`config.mk`:
```
export PLATFORM = sky130hd
export DESIGN_NAME = c_escape_sequence_decoder_top
export DESIGN_NICKNAME = d
export VERILOG_FILES = /design/src/sv/cesd_pkg.sv /design/src/sv/c_escape_sequence_decoder_top.sv
export SDC_FILE = /design/constraint.sdc
export NUM_CORES = 1
export LEC_CHECK = 0
export BUFFER_PORTS_ARGS = -buffer_cell sky130_fd_sc_hd__buf_2
export CAP_MARGIN = 10
export CORE_ASPECT_RATIO = 0.7
export CORE_UTILIZATION = 65
export CTS_BUF_LIST = sky130_fd_sc_hd__clkbuf_8
export DETAILED_ROUTE_END_ITERATION = 6
export PLACE_DENSITY = 0.88
export SYNTH_ARGS = -nofsm -noshare
export SYNTH_HDL_FRONTEND = slang
export SYNTH_SLANG_ARGS = --single-unit
```
`constraint.sdc`:
```
create_clock -name clk -period 12.4 [get_ports clk]
set_clock_uncertainty 0.2 [all_clocks]
set_input_delay 2.48 -clock clk [delete_from_list [all_inputs] [get_ports clk]]
set_output_delay 2.48 -clock clk [all_outputs]
set_load 0.05 [all_outputs]
```
`src/sv/cesd_pkg.sv`:
```
// Package for the C escape sequence decoder.
// Holds the parse phase codes, character constants, the result beat type
// and the hex digit helper. No dependencies.
package cesd_pkg;

  localparam int PhaseW = 3;
  localparam logic [PhaseW-1:0] PH_PLAIN = 3'd0;
  localparam logic [PhaseW-1:0] PH_ESC   = 3'd1;
  localparam logic [PhaseW-1:0] PH_HEX1  = 3'd2;
  localparam logic [PhaseW-1:0] PH_HEX2  = 3'd3;
  localparam logic [PhaseW-1:0] PH_OCT   = 3'd4;

  localparam logic [7:0] CH_A      = 8'h61;
  localparam logic [7:0] CH_B      = 8'h62;
  localparam logic [7:0] CH_F      = 8'h66;
  localparam logic [7:0] CH_N      = 8'h6E;
  localparam logic [7:0] CH_R      = 8'h72;
  localparam logic [7:0] CH_T      = 8'h74;
  localparam logic [7:0] CH_V      = 8'h76;
  localparam logic [7:0] CH_X      = 8'h78;
  localparam logic [7:0] CH_QUOTE  = 8'h22;
  localparam logic [7:0] CH_BSLASH = 8'h5C;
  localparam logic [7:0] CH_ZERO   = 8'h30;
  localparam logic [7:0] CH_THREE  = 8'h33;
  localparam logic [7:0] CH_SEVEN  = 8'h37;
  localparam logic [7:0] CH_NUL    = 8'h00;

  localparam logic [7:0] CODE_BEL = 8'd7;
  localparam logic [7:0] CODE_BS  = 8'd8;
  localparam logic [7:0] CODE_FF  = 8'd12;
  localparam logic [7:0] CODE_LF  = 8'h0a;
  localparam logic [7:0] CODE_CR  = 8'd13;
  localparam logic [7:0] CODE_HT  = 8'd9;
  localparam logic [7:0] CODE_VT  = 8'd11;

  localparam int QueueDepth = 4;

  typedef struct packed {
    logic [7:0] out_byte;
    logic       byte_valid;
    logic       end_of_string;
    logic       run_last;
  } result_t;

  typedef struct packed {
    logic       ok;
    logic [3:0] value;
  } hex_t;

  function automatic hex_t hex_digit(input logic [7:0] b);
    hex_t h;
    h.ok = 1'b1;
    h.value = 4'd0;
    if (b >= 8'h30 && b <= 8'h39) begin
      h.value = 4'(b - 8'h30);
    end else if (b >= 8'h61 && b <= 8'h66) begin
      h.value = 4'(b - 8'h61 + 8'd10);
    end else if (b >= 8'h41 && b <= 8'h46) begin
      h.value = 4'(b - 8'h41 + 8'd10);
    end else begin
      h.ok = 1'b0;
    end
    return h;
  endfunction

endpackage

```
`src/sv/c_escape_sequence_decoder_top.sv`:
```
// Top level of the C escape sequence decoder.
// Decodes one literal byte per beat into zero, one or two result beats.
// Depends on cesd_pkg.
//
// The input channel (in_valid, in_ready, in_byte, in_last) carries the text
// of a quoted C literal, one byte per beat, with in_last on the final byte.
// The output channel (out_valid, out_ready) carries decoded bytes with
// byte_valid, end_of_string on the final result of a string, and run_last
// on the last result that one input beat caused.
// Each accepted byte is decoded in the cycle it is accepted and its results
// are written into a four-entry result queue, from which the output is read.
// One input beat is taken per cycle as long as each byte gives at most one
// result and the receiver takes one result per cycle; a byte that gives two
// results fills two queue entries. The queue sets in_ready: a byte is taken
// only while at least two entries are free, so a stalled receiver holds back
// the input once three or more result beats are queued. Reset empties the
// queue and returns the parser to the start of a string.
module c_escape_sequence_decoder_top
  import cesd_pkg::*;
(
  input  logic       clk,
  input  logic       rst,
  input  logic       in_valid,
  output logic       in_ready,
  input  logic [7:0] in_byte,
  input  logic       in_last,
  output logic       out_valid,
  input  logic       out_ready,
  output logic [7:0] out_byte,
  output logic       byte_valid,
  output logic       end_of_string,
  output logic       run_last
);

  localparam int PtrW = $clog2(QueueDepth);
  localparam int CntW = $clog2(QueueDepth + 1);

  logic [PhaseW-1:0] phase, phase_next;
  logic [7:0]        pending, pending_next;
  logic [1:0]        digits, digits_next;
  logic              at_start, at_start_next;
  logic              ended, ended_next;

  result_t           queue [QueueDepth];
  logic [PtrW-1:0]   wr_ptr, rd_ptr;
  logic [CntW-1:0]   count;

  logic              accept, pop;
  logic [1:0]        nres;
  logic [7:0]        res0, res1;
  logic              res0_valid, res1_valid;
  logic              do_plain;
  hex_t              hx;
  logic [7:0]        oct_value;
  result_t           r0, r1;

  assign accept = in_valid && in_ready;
  assign pop    = out_valid && out_ready;
  assign in_ready  = count <= CntW'(QueueDepth - 2);
  assign out_valid = count != '0;

  assign out_byte      = queue[rd_ptr].out_byte;
  assign byte_valid    = queue[rd_ptr].byte_valid;
  assign end_of_string = queue[rd_ptr].end_of_string;
  assign run_last      = queue[rd_ptr].run_last;

  always_comb begin
    phase_next    = phase;
    pending_next  = pending;
    digits_next   = digits;
    at_start_next = at_start;
    ended_next    = ended;
    nres       = 2'd0;
    res0       = 8'd0;
    res1       = 8'd0;
    res0_valid = 1'b0;
    res1_valid = 1'b0;
    do_plain   = 1'b0;
    hx         = hex_digit(in_byte);
    oct_value  = 8'((pending << 3) + (in_byte - CH_ZERO));

    if (!ended) begin
      case (phase)
        PH_ESC: begin
          phase_next = PH_PLAIN;
          case (in_byte)
            CH_A: begin res0 = CODE_BEL; nres = 2'd1; end
            CH_B: begin res0 = CODE_BS;  nres = 2'd1; end
            CH_F: begin res0 = CODE_FF;  nres = 2'd1; end
            CH_N: begin res0 = CODE_LF;  nres = 2'd1; end
            CH_R: begin res0 = CODE_CR;  nres = 2'd1; end
            CH_T: begin res0 = CODE_HT;  nres = 2'd1; end
            CH_V: begin res0 = CODE_VT;  nres = 2'd1; end
            CH_X: phase_next = PH_HEX1;
            CH_NUL: ended_next = 1'b1;
            default: begin
              if (in_byte inside {[CH_ZERO:CH_SEVEN]}) begin
                pending_next = in_byte - CH_ZERO;
                digits_next  = (in_byte <= CH_THREE) ? 2'd2 : 2'd1;
                phase_next   = PH_OCT;
              end else begin
                res0 = in_byte;
                nres = 2'd1;
              end
            end
          endcase
          res0_valid = nres != 2'd0;
        end
        PH_HEX1: begin
          if (hx.ok) begin
            pending_next = {4'd0, hx.value};
            phase_next   = PH_HEX2;
          end else begin
            res0 = CH_X;
            res0_valid = 1'b1;
            nres = 2'd1;
            do_plain = 1'b1;
          end
        end
        PH_HEX2: begin
          res0_valid = 1'b1;
          nres = 2'd1;
          if (hx.ok) begin
            res0 = {pending[3:0], hx.value};
            phase_next = PH_PLAIN;
          end else begin
            res0 = pending;
            do_plain = 1'b1;
          end
        end
        PH_OCT: begin
          if (in_byte inside {[CH_ZERO:CH_SEVEN]}) begin
            pending_next = oct_value;
            digits_next  = digits - 2'd1;
            if (digits == 2'd1) begin
              res0 = oct_value;
              res0_valid = 1'b1;
              nres = 2'd1;
              phase_next = PH_PLAIN;
            end
          end else begin
            res0 = pending;
            res0_valid = 1'b1;
            nres = 2'd1;
            do_plain = 1'b1;
          end
        end
        default: begin
          if (at_start && in_byte == CH_QUOTE) begin
            phase_next = PH_PLAIN;
          end else begin
            do_plain = 1'b1;
          end
        end
      endcase

      if (do_plain) begin
        phase_next = PH_PLAIN;
        if (in_byte == CH_NUL) begin
          ended_next = 1'b1;
        end else if (in_byte == CH_QUOTE && in_last) begin
          phase_next = PH_PLAIN;
        end else if (in_byte == CH_BSLASH) begin
          phase_next = PH_ESC;
        end else if (nres == 2'd0) begin
          res0 = in_byte;
          res0_valid = 1'b1;
          nres = 2'd1;
        end else begin
          res1 = in_byte;
          res1_valid = 1'b1;
          nres = 2'd2;
        end
      end
      at_start_next = 1'b0;
    end

    if (in_last) begin
      if (!ended_next && (phase_next == PH_HEX1 || phase_next == PH_HEX2 ||
                          phase_next == PH_OCT)) begin
        if (nres == 2'd0) begin
          res0 = (phase_next == PH_HEX1) ? CH_X : pending_next;
          res0_valid = 1'b1;
          nres = 2'd1;
        end else begin
          res1 = (phase_next == PH_HEX1) ? CH_X : pending_next;
          res1_valid = 1'b1;
          nres = 2'd2;
        end
      end
      if (nres == 2'd0) begin
        res0 = 8'd0;
        res0_valid = 1'b0;
        nres = 2'd1;
      end
      phase_next    = PH_PLAIN;
      pending_next  = 8'd0;
      digits_next   = 2'd0;
      at_start_next = 1'b1;
      ended_next    = 1'b0;
    end

    r0.out_byte      = res0;
    r0.byte_valid    = res0_valid;
    r0.end_of_string = in_last && nres == 2'd1;
    r0.run_last      = nres == 2'd1;
    r1.out_byte      = res1;
    r1.byte_valid    = res1_valid;
    r1.end_of_string = in_last;
    r1.run_last      = 1'b1;
  end

  always_ff @(posedge clk) begin
    if (rst) begin
      phase    <= PH_PLAIN;
      pending  <= 8'd0;
      digits   <= 2'd0;
      at_start <= 1'b1;
      ended    <= 1'b0;
      wr_ptr   <= '0;
      rd_ptr   <= '0;
      count    <= '0;
    end else begin
      if (accept) begin
        phase    <= phase_next;
        pending  <= pending_next;
        digits   <= digits_next;
        at_start <= at_start_next;
        ended    <= ended_next;
        wr_ptr   <= wr_ptr + PtrW'(nres);
      end
      if (pop) begin
        rd_ptr <= rd_ptr + PtrW'(1);
      end
      count <= count + (accept ? CntW'(nres) : CntW'(0)) - (pop ? CntW'(1) : CntW'(0));
    end
  end

  always_ff @(posedge clk) begin
    if (accept && nres != 2'd0) begin
      queue[wr_ptr] <= r0;
    end
    if (accept && nres == 2'd2) begin
      queue[wr_ptr + PtrW'(1)] <= r1;
    end
  end

endmodule

```
======== Word-level counts from Yosys, hierarchy flattened ========
Memories as Yosys holds them, arrays and structs flattened. A register that Yosys moved wholly into a read port is not among the register bits.
Cells that the tools add are included.
storage, ports and cells
  RAM bits ................................ 44
  word-level logic and storage cells ...... 208
  input port bits ......................... 13
  memories ................................ 1
  register bits after elaboration ......... 22
memories
  memory  words  width  rd ports  clocked after Yosys merged registers in  wr ports  RTL line                             RTL
  queue   4      11     1         1                                        2         c_escape_sequence_decoder_top.sv:44  result_t queue [QueueDepth];
operators by class
  order comparisons ....................... 9
  eq/ne operators ......................... 24
  multiplexer cells ....................... 124
  reduce and logical (&&, ||, !) cells .... 30
  add/subtract/negate cells ............... 12
operator list
  cell                                                               number
  2-to-1 mux 8 bit                                                   30
  == test 8 x 7 -> 1 bit, second input constant                      9
  one-hot mux 8 bit (8 select lines)                                 1
  2-to-1 mux 2 bit                                                   24
  2-to-1 mux 1 bit                                                   47
  one-hot mux 8 bit (4 select lines)                                 1
  2-to-1 mux 3 bit                                                   9
  less-or-equal comparator 8 x 6 -> 1 bit, second input constant     3
  one-hot mux 8 bit (3 select lines)                                 1
  greater-or-equal comparator 8 x 7 -> 1 bit, second input constant  2
  less-or-equal comparator 8 x 7 -> 1 bit, second input constant     2
  == test 3 x 2 -> 1 bit, second input constant                      4
  logical AND 1 bit                                                  12
  2-to-1 mux 4 bit                                                   3
  one-hot mux 3 bit (4 select lines)                                 1
  != test 3 bit, second input constant                               3
  OR reduction 9 bit                                                 1
  adder 4 bit, second input constant                                 2
  adder 8 bit                                                        1
  == test 8 x 6 -> 1 bit, second input constant                      1
  greater-or-equal comparator 8 x 6 -> 1 bit, second input constant  1
  logical NOT 8 bit                                                  1
  one-hot mux 2 bit (4 select lines)                                 1
  OR reduction 8 bit                                                 1
  other kinds (28)                                                   38

======== Longest topological paths before layout ========
  depth after elaboration ................. 26
  depth in mapped cells ................... 24

======== Least setup slack after synthesis ========
No wires, ideal clock.
  kind .................................... input to register
  from .................................... input in_byte[0]
  to ...................................... register count[2]
  path slack .............................. 5.755 ns
  buffers on the path ..................... 0
  data required time ...................... 12.072 ns
  setup time .............................. 0.128 ns
  data arrival time ....................... 6.317 ns
  stages on the path ...................... 21
  cell sequence ........................... inv_1 > ha_1 > nor4b_2 > o221a_2 > a21oi_2 > nor3_4 > a22o_2 > ha_1 > a21oi_1 > a311o_2 > and2_1 > inv_1 > nand2_1 > ha_1 > inv_1 > ha_1 > inv_1 > fa_1 > xnor2_1 > xnor2_1 > nor2_1
on the way
  cells in the longest elaborated chain, start to end .. 25
  elaborated cells between the ends (all ways) .. 84
  classes of those cells .................. 2 x add/sub; 7 x order compare; 13 x eq/ne; 45 x mux; 17 x reduce/logical
RTL lines
  what                                                                    RTL line                                                                                                         RTL
  start, declared                                                         c_escape_sequence_decoder_top.sv:25                                                                              input logic [7:0] in_byte,
  greater-or-equal comparator 8 x 6 -> 1 bit (tied with other cells)      cesd_pkg.sv:54, c_escape_sequence_decoder_top.sv:97, c_escape_sequence_decoder_top.sv:132
  logical AND 1 bit (on tied branches)                                    c_escape_sequence_decoder_top.sv:97, c_escape_sequence_decoder_top.sv:132, cesd_pkg.sv:58
  2-to-1 mux 1 bit (on tied branches)                                     c_escape_sequence_decoder_top.sv:97, c_escape_sequence_decoder_top.sv:132, cesd_pkg.sv:58
  one-hot mux 1 bit (2 select lines) or 2-to-1 mux 1 bit (tied branches)  c_escape_sequence_decoder_top.sv:86, cesd_pkg.sv:56
  2-to-1 mux 2 bit or 2-to-1 mux 1 bit (tied branches)                    c_escape_sequence_decoder_top.sv:83, cesd_pkg.sv:54
  2-to-1 mux 2 bit or 2-to-1 mux 1 bit (tied branches)                    c_escape_sequence_decoder_top.sv:82, c_escape_sequence_decoder_top.sv:110, c_escape_sequence_decoder_top.sv:123
  one-hot mux 2 bit (4 select lines)                                      c_escape_sequence_decoder_top.sv:83                                                                              case (phase)
  2-to-1 mux 2 bit                                                        c_escape_sequence_decoder_top.sv:82                                                                              if (!ended) begin
  [9 not listed]                                                          -
  2-to-1 mux 2 bit                                                        c_escape_sequence_decoder_top.sv:179                                                                             if (!ended_next && (phase_next == PH_HEX1 || phase_next == PH_HEX2 ||
  2-to-1 mux 2 bit                                                        c_escape_sequence_decoder_top.sv:178                                                                             if (in_last) begin
  logical NOT 2 bit                                                       c_escape_sequence_decoder_top.sv:191                                                                             if (nres == 2'd0) begin
  2-to-1 mux 2 bit                                                        c_escape_sequence_decoder_top.sv:191
  2-to-1 mux 2 bit (*)                                                    c_escape_sequence_decoder_top.sv:178
  2-to-1 mux 2 bit (*)                                                    c_escape_sequence_decoder_top.sv:235                                                                             count <= count + (accept ? CntW'(nres) : CntW'(0)) - (pop ? CntW'(1) : CntW'(0));
  adder 3 x 2 -> 3 bit (*)                                                c_escape_sequence_decoder_top.sv:235
  subtractor 3 x 1 -> 3 bit (*)                                           c_escape_sequence_decoder_top.sv:235
  end signal, assigned                                                    c_escape_sequence_decoder_top.sv:235
  end, declared                                                           c_escape_sequence_decoder_top.sv:46                                                                              logic [CntW-1:0] count;
Every way passes the cells marked *; elsewhere a longest branch is shown, timed or not. The select of a mux whose other input is x is not followed.
A chain may end at the register's enable or synchronous reset.

======== Worst setup path after layout ========
  from .................................... input in_byte[1]
  to ...................................... register count[2]
Same word-level chain as after synthesis.

==> impl_metrics.yaml <==
status:
  status: "finished, violations left"
  failed_checks: "DRC"
run:
  drv_cap: 0
floorplanning:
  fp.dieW_um: 110
  die-area_um2: 8600
  die_h_um: 77.9
  coreArea_um2: 7910
  ios: 26
  num_rows: 27
  start_util: 0.677
clocking:
  cts_tree: "built"
  cts.repair.resized: 0
  cts_buffers: 9
  cts_root_buffer: "clkbuf_8"
  clk_path_buf_depth: 2
  htree_levels: 3
  cts.sinks: 68
  clk_pin_slew_ns: 0.08
  clkLatencyLatePin_ns: 0.37
  cts_hold_buf: 0
  cts_setup_buffers: 0
grt:
  grt_usage: 0.388
  grt_util_met2: 0.548
  grtUsageMet3: 0.189
  antenna_found_initial: 1
  busiest_layer: "met2"
  use_met1: 0.520
  first_global_vias: 4881
  gr-total-overflow: 0
  grt_max_degree: 30
  grt_pass1_wl_mm: 25.7
routing:
  viasPerCell: 7.30
  drt.antenna.violating_nets: 0
  drc: 3
  wl_per_cell_um: 22.6
  drt_iter0_drc: 732
  drt_first_pass_iters: 7
  vias: 5280
  finalWirelength_mm: 16.3
synth:
  syn-num-nets: 645
  synth_top_area_frac: 0.225
  yosys-top-cells-area: "edfxtp_1 (22%), dfxtp_1 (10%), a21oi_1 (5.1%), ha_1 (4.7%), mux4_2 (4.6%)"
  yosysMostFrequentCell: "nor2_1"
  ys_types: 84
  synthArstFlopShare: 0
  ys_ff_latch: 68
  ys_seq_area_frac: 0.329
  synth-main-ff-cell: "edfxtp_1"
  synth_largest_area_cell: "edfxtp_1"
  synth-edff-count: 40
  syn_area_per_cell_um2: 8.77
  netlist_top_cells_count: "nor2_1 (65), a21oi_1 (55), nand2_1 (46), edfxtp_1 (40), o21ai_0 (38)"
  synthesis.area_um2: 5350
  syn_inst: 610
  ys_warn_count: 0
worst_setup_path:
  required_ns: 12.45
  critPathLaunchType: "input pin"
  crit_end: "count[2]"
  worstRegToRegCells: 19
  critical_path.max_stage_delay_ns: 0.56
  r2r_setup_slack_ns: 7.68
  crit_slowest_cell: "nor3_4"
  critPathArrivalTime_ns: 7.30
  crit_type: "in -> reg"
  path_max_fanout: 12
  crit_path_end_kind: "flip-flop"
  rr_endpoint: "count[2]"
  crit_chain: "buf_2, inv_1, ha_1, nor4b_2, o31ai_1, and2_1, nor3_4, a22o_2, ha_1, a21oi_1, a311o_2, and2_1, inv_1, nand2_1, ha_1, inv_1, ha_1, inv_1, fa_1, xnor2_1, xnor2_1, nor2_1"
  worstSetupStartpoint: "in_byte[1]"
  reg2reg_from: "phase[0]"
timing:
  hold_viol: 0
  rsz0062_at_grt: "false"
  setup_viol: 0
  min_period_over_period: 0.585
  finalMaxSlewViolations: 0
  fin_crit_ns: 7.25
  final.setup.tns_ns: 0
  slew-limit-headroom: 0.395
  clock.fmax_ghz: 0.138
  tightest_slew_ns: 0.905
  setup_slack_ns: 5.15
layout:
  drive_gt1_frac: 0.143
  fillCellCount: 610
  synthToLayoutAreaGrowth_pct: 6.90
  multi_input_area_um2: 3300
  seqCellArea_um2: 1760
  num-nets-final: 651
power_and_ir_drop:
  p_seq_frac: 0.375
  switching_share: 0.361
  vdd.ir_drop.worst_mv: 0.153
  p_per_area_nw_per_um2: 137
  p_int_mw: 0.501
  p_clk_frac: 0.314
  comb_power_share: 0.311
  power_switching_mw: 0.283
  p_leak_nw: 1.97
worst_hold_path:
  min_path_type: "reg -> reg"
placement:
  numPortBuffers: 25
  dp_hpwl_mm: 11.9
  place.gp.congestion: 1.05
  dp_slack_ns: 4.88
[stage by stage]
step	cells	utilization	power, mW	hold WS [ns]	cell area (um^2)
after floorplan	610	-	0.485	0.260	5350
after global placement	706	0.689	0.531	0.294	5450
after detailed placement	706	0.689	0.538	0.309	5450
after CTS	722	0.723	0.784	0.319	5720
after global routing	722	0.723	0.809	0.333	5720
final	723	0.723	0.784	0.316	5720
[logic make-up after synthesis]
group / count (synthesis) / share of synthesized area
mux: 15 / 0.0540
xor+xnor: 12 / 0.0197
flops: 68 / 0.329
buf+inv: 63 / 0.0533
fa+ha+maj: 22 / 0.0543
simple gates: 211 / 0.207
compound gates: 219 / 0.282
[state kept, by name (all words and copies together), names as in the netlist, named ones only]
name / flops
at_start: 1
queue: 44
count: 3
ended: 1
digits: 2
wr_ptr: 2
pending: 8
rd_ptr: 2
phase: 3
[routing by layer]
metal / up-vias / wire (um)
li1: 2339 / -
met1: 2458 / 6440
met2: 422 / 6750
met3: 61 / 2730
met4: 0 / 440
met5: - / 0
[layout by cell type (no fill, tap or decap), types with 9 or more instances in the layout]
cell      count
a31oi_1      14
dfxtp_1      28
o21ai_1      11
nor3_1       19
a21oi_1      55
mux4_2       11
and2_1       16
buf_2        25
xnor2_1       9
a211oi_1     14
a22oi_1       9
nand3_1      17
ha_1         20
nand2_1      46
nor2_1       65
inv_1        28
clkbuf_8      9
edfxtp_1     40
o21ai_0      38
[worst max-delay path: cells and delay by family]
family	cells	cell delay, ns
adders and majority gates	5	1.43
AOI/OAI and AO/OA	4	1.02
xor gates and xnor gates	2	0.32
and+or+nand+nor	6	1.48
buffers and inverters	5	0.58
[area by class of cell]
type	instances	share of cell area
inverter	31	0.0204
antenna	1	0.000438
multi-input combinational	479	0.577
clock buffer	9	0.0217
tap	101	0.0221
timing repair buffer	27	0.0245
clock inverter	7	0.0254
sequential	68	0.308
[power by group through the flow]
stage | clock network (mW) | logic [mW] | registers (mW)
2_1_floorplan | 0 | 0.206 | 0.278
3_3_place_gp | 0 | 0.234 | 0.297
3_5_place_dp | 0 | 0.241 | 0.298
4_1_cts | 0.248 | 0.242 | 0.294
5_1_grt | 0.255 | 0.257 | 0.297
6_report | 0.246 | 0.243 | 0.294
[worst min-delay path by stage]
| stage | depth (start not counted) | start | slack [ns] | end |
|---|---|---|---|---|
| floorplan | 2 | at_start | 0.26 | at_start |
| global placement | 2 | digits[1] | 0.29 | digits[1] |
| detailed placement | 2 | queue[3][0] | 0.31 | queue[3][0] |
| CTS | 2 | queue[3][0] | 0.32 | queue[3][0] |
| global route | 2 | queue[3][0] | 0.33 | queue[3][0] |
| finish | 2 | queue[3][0] | 0.32 | queue[3][0] |
No activity file was read; power rests on OpenSTA's default activity.
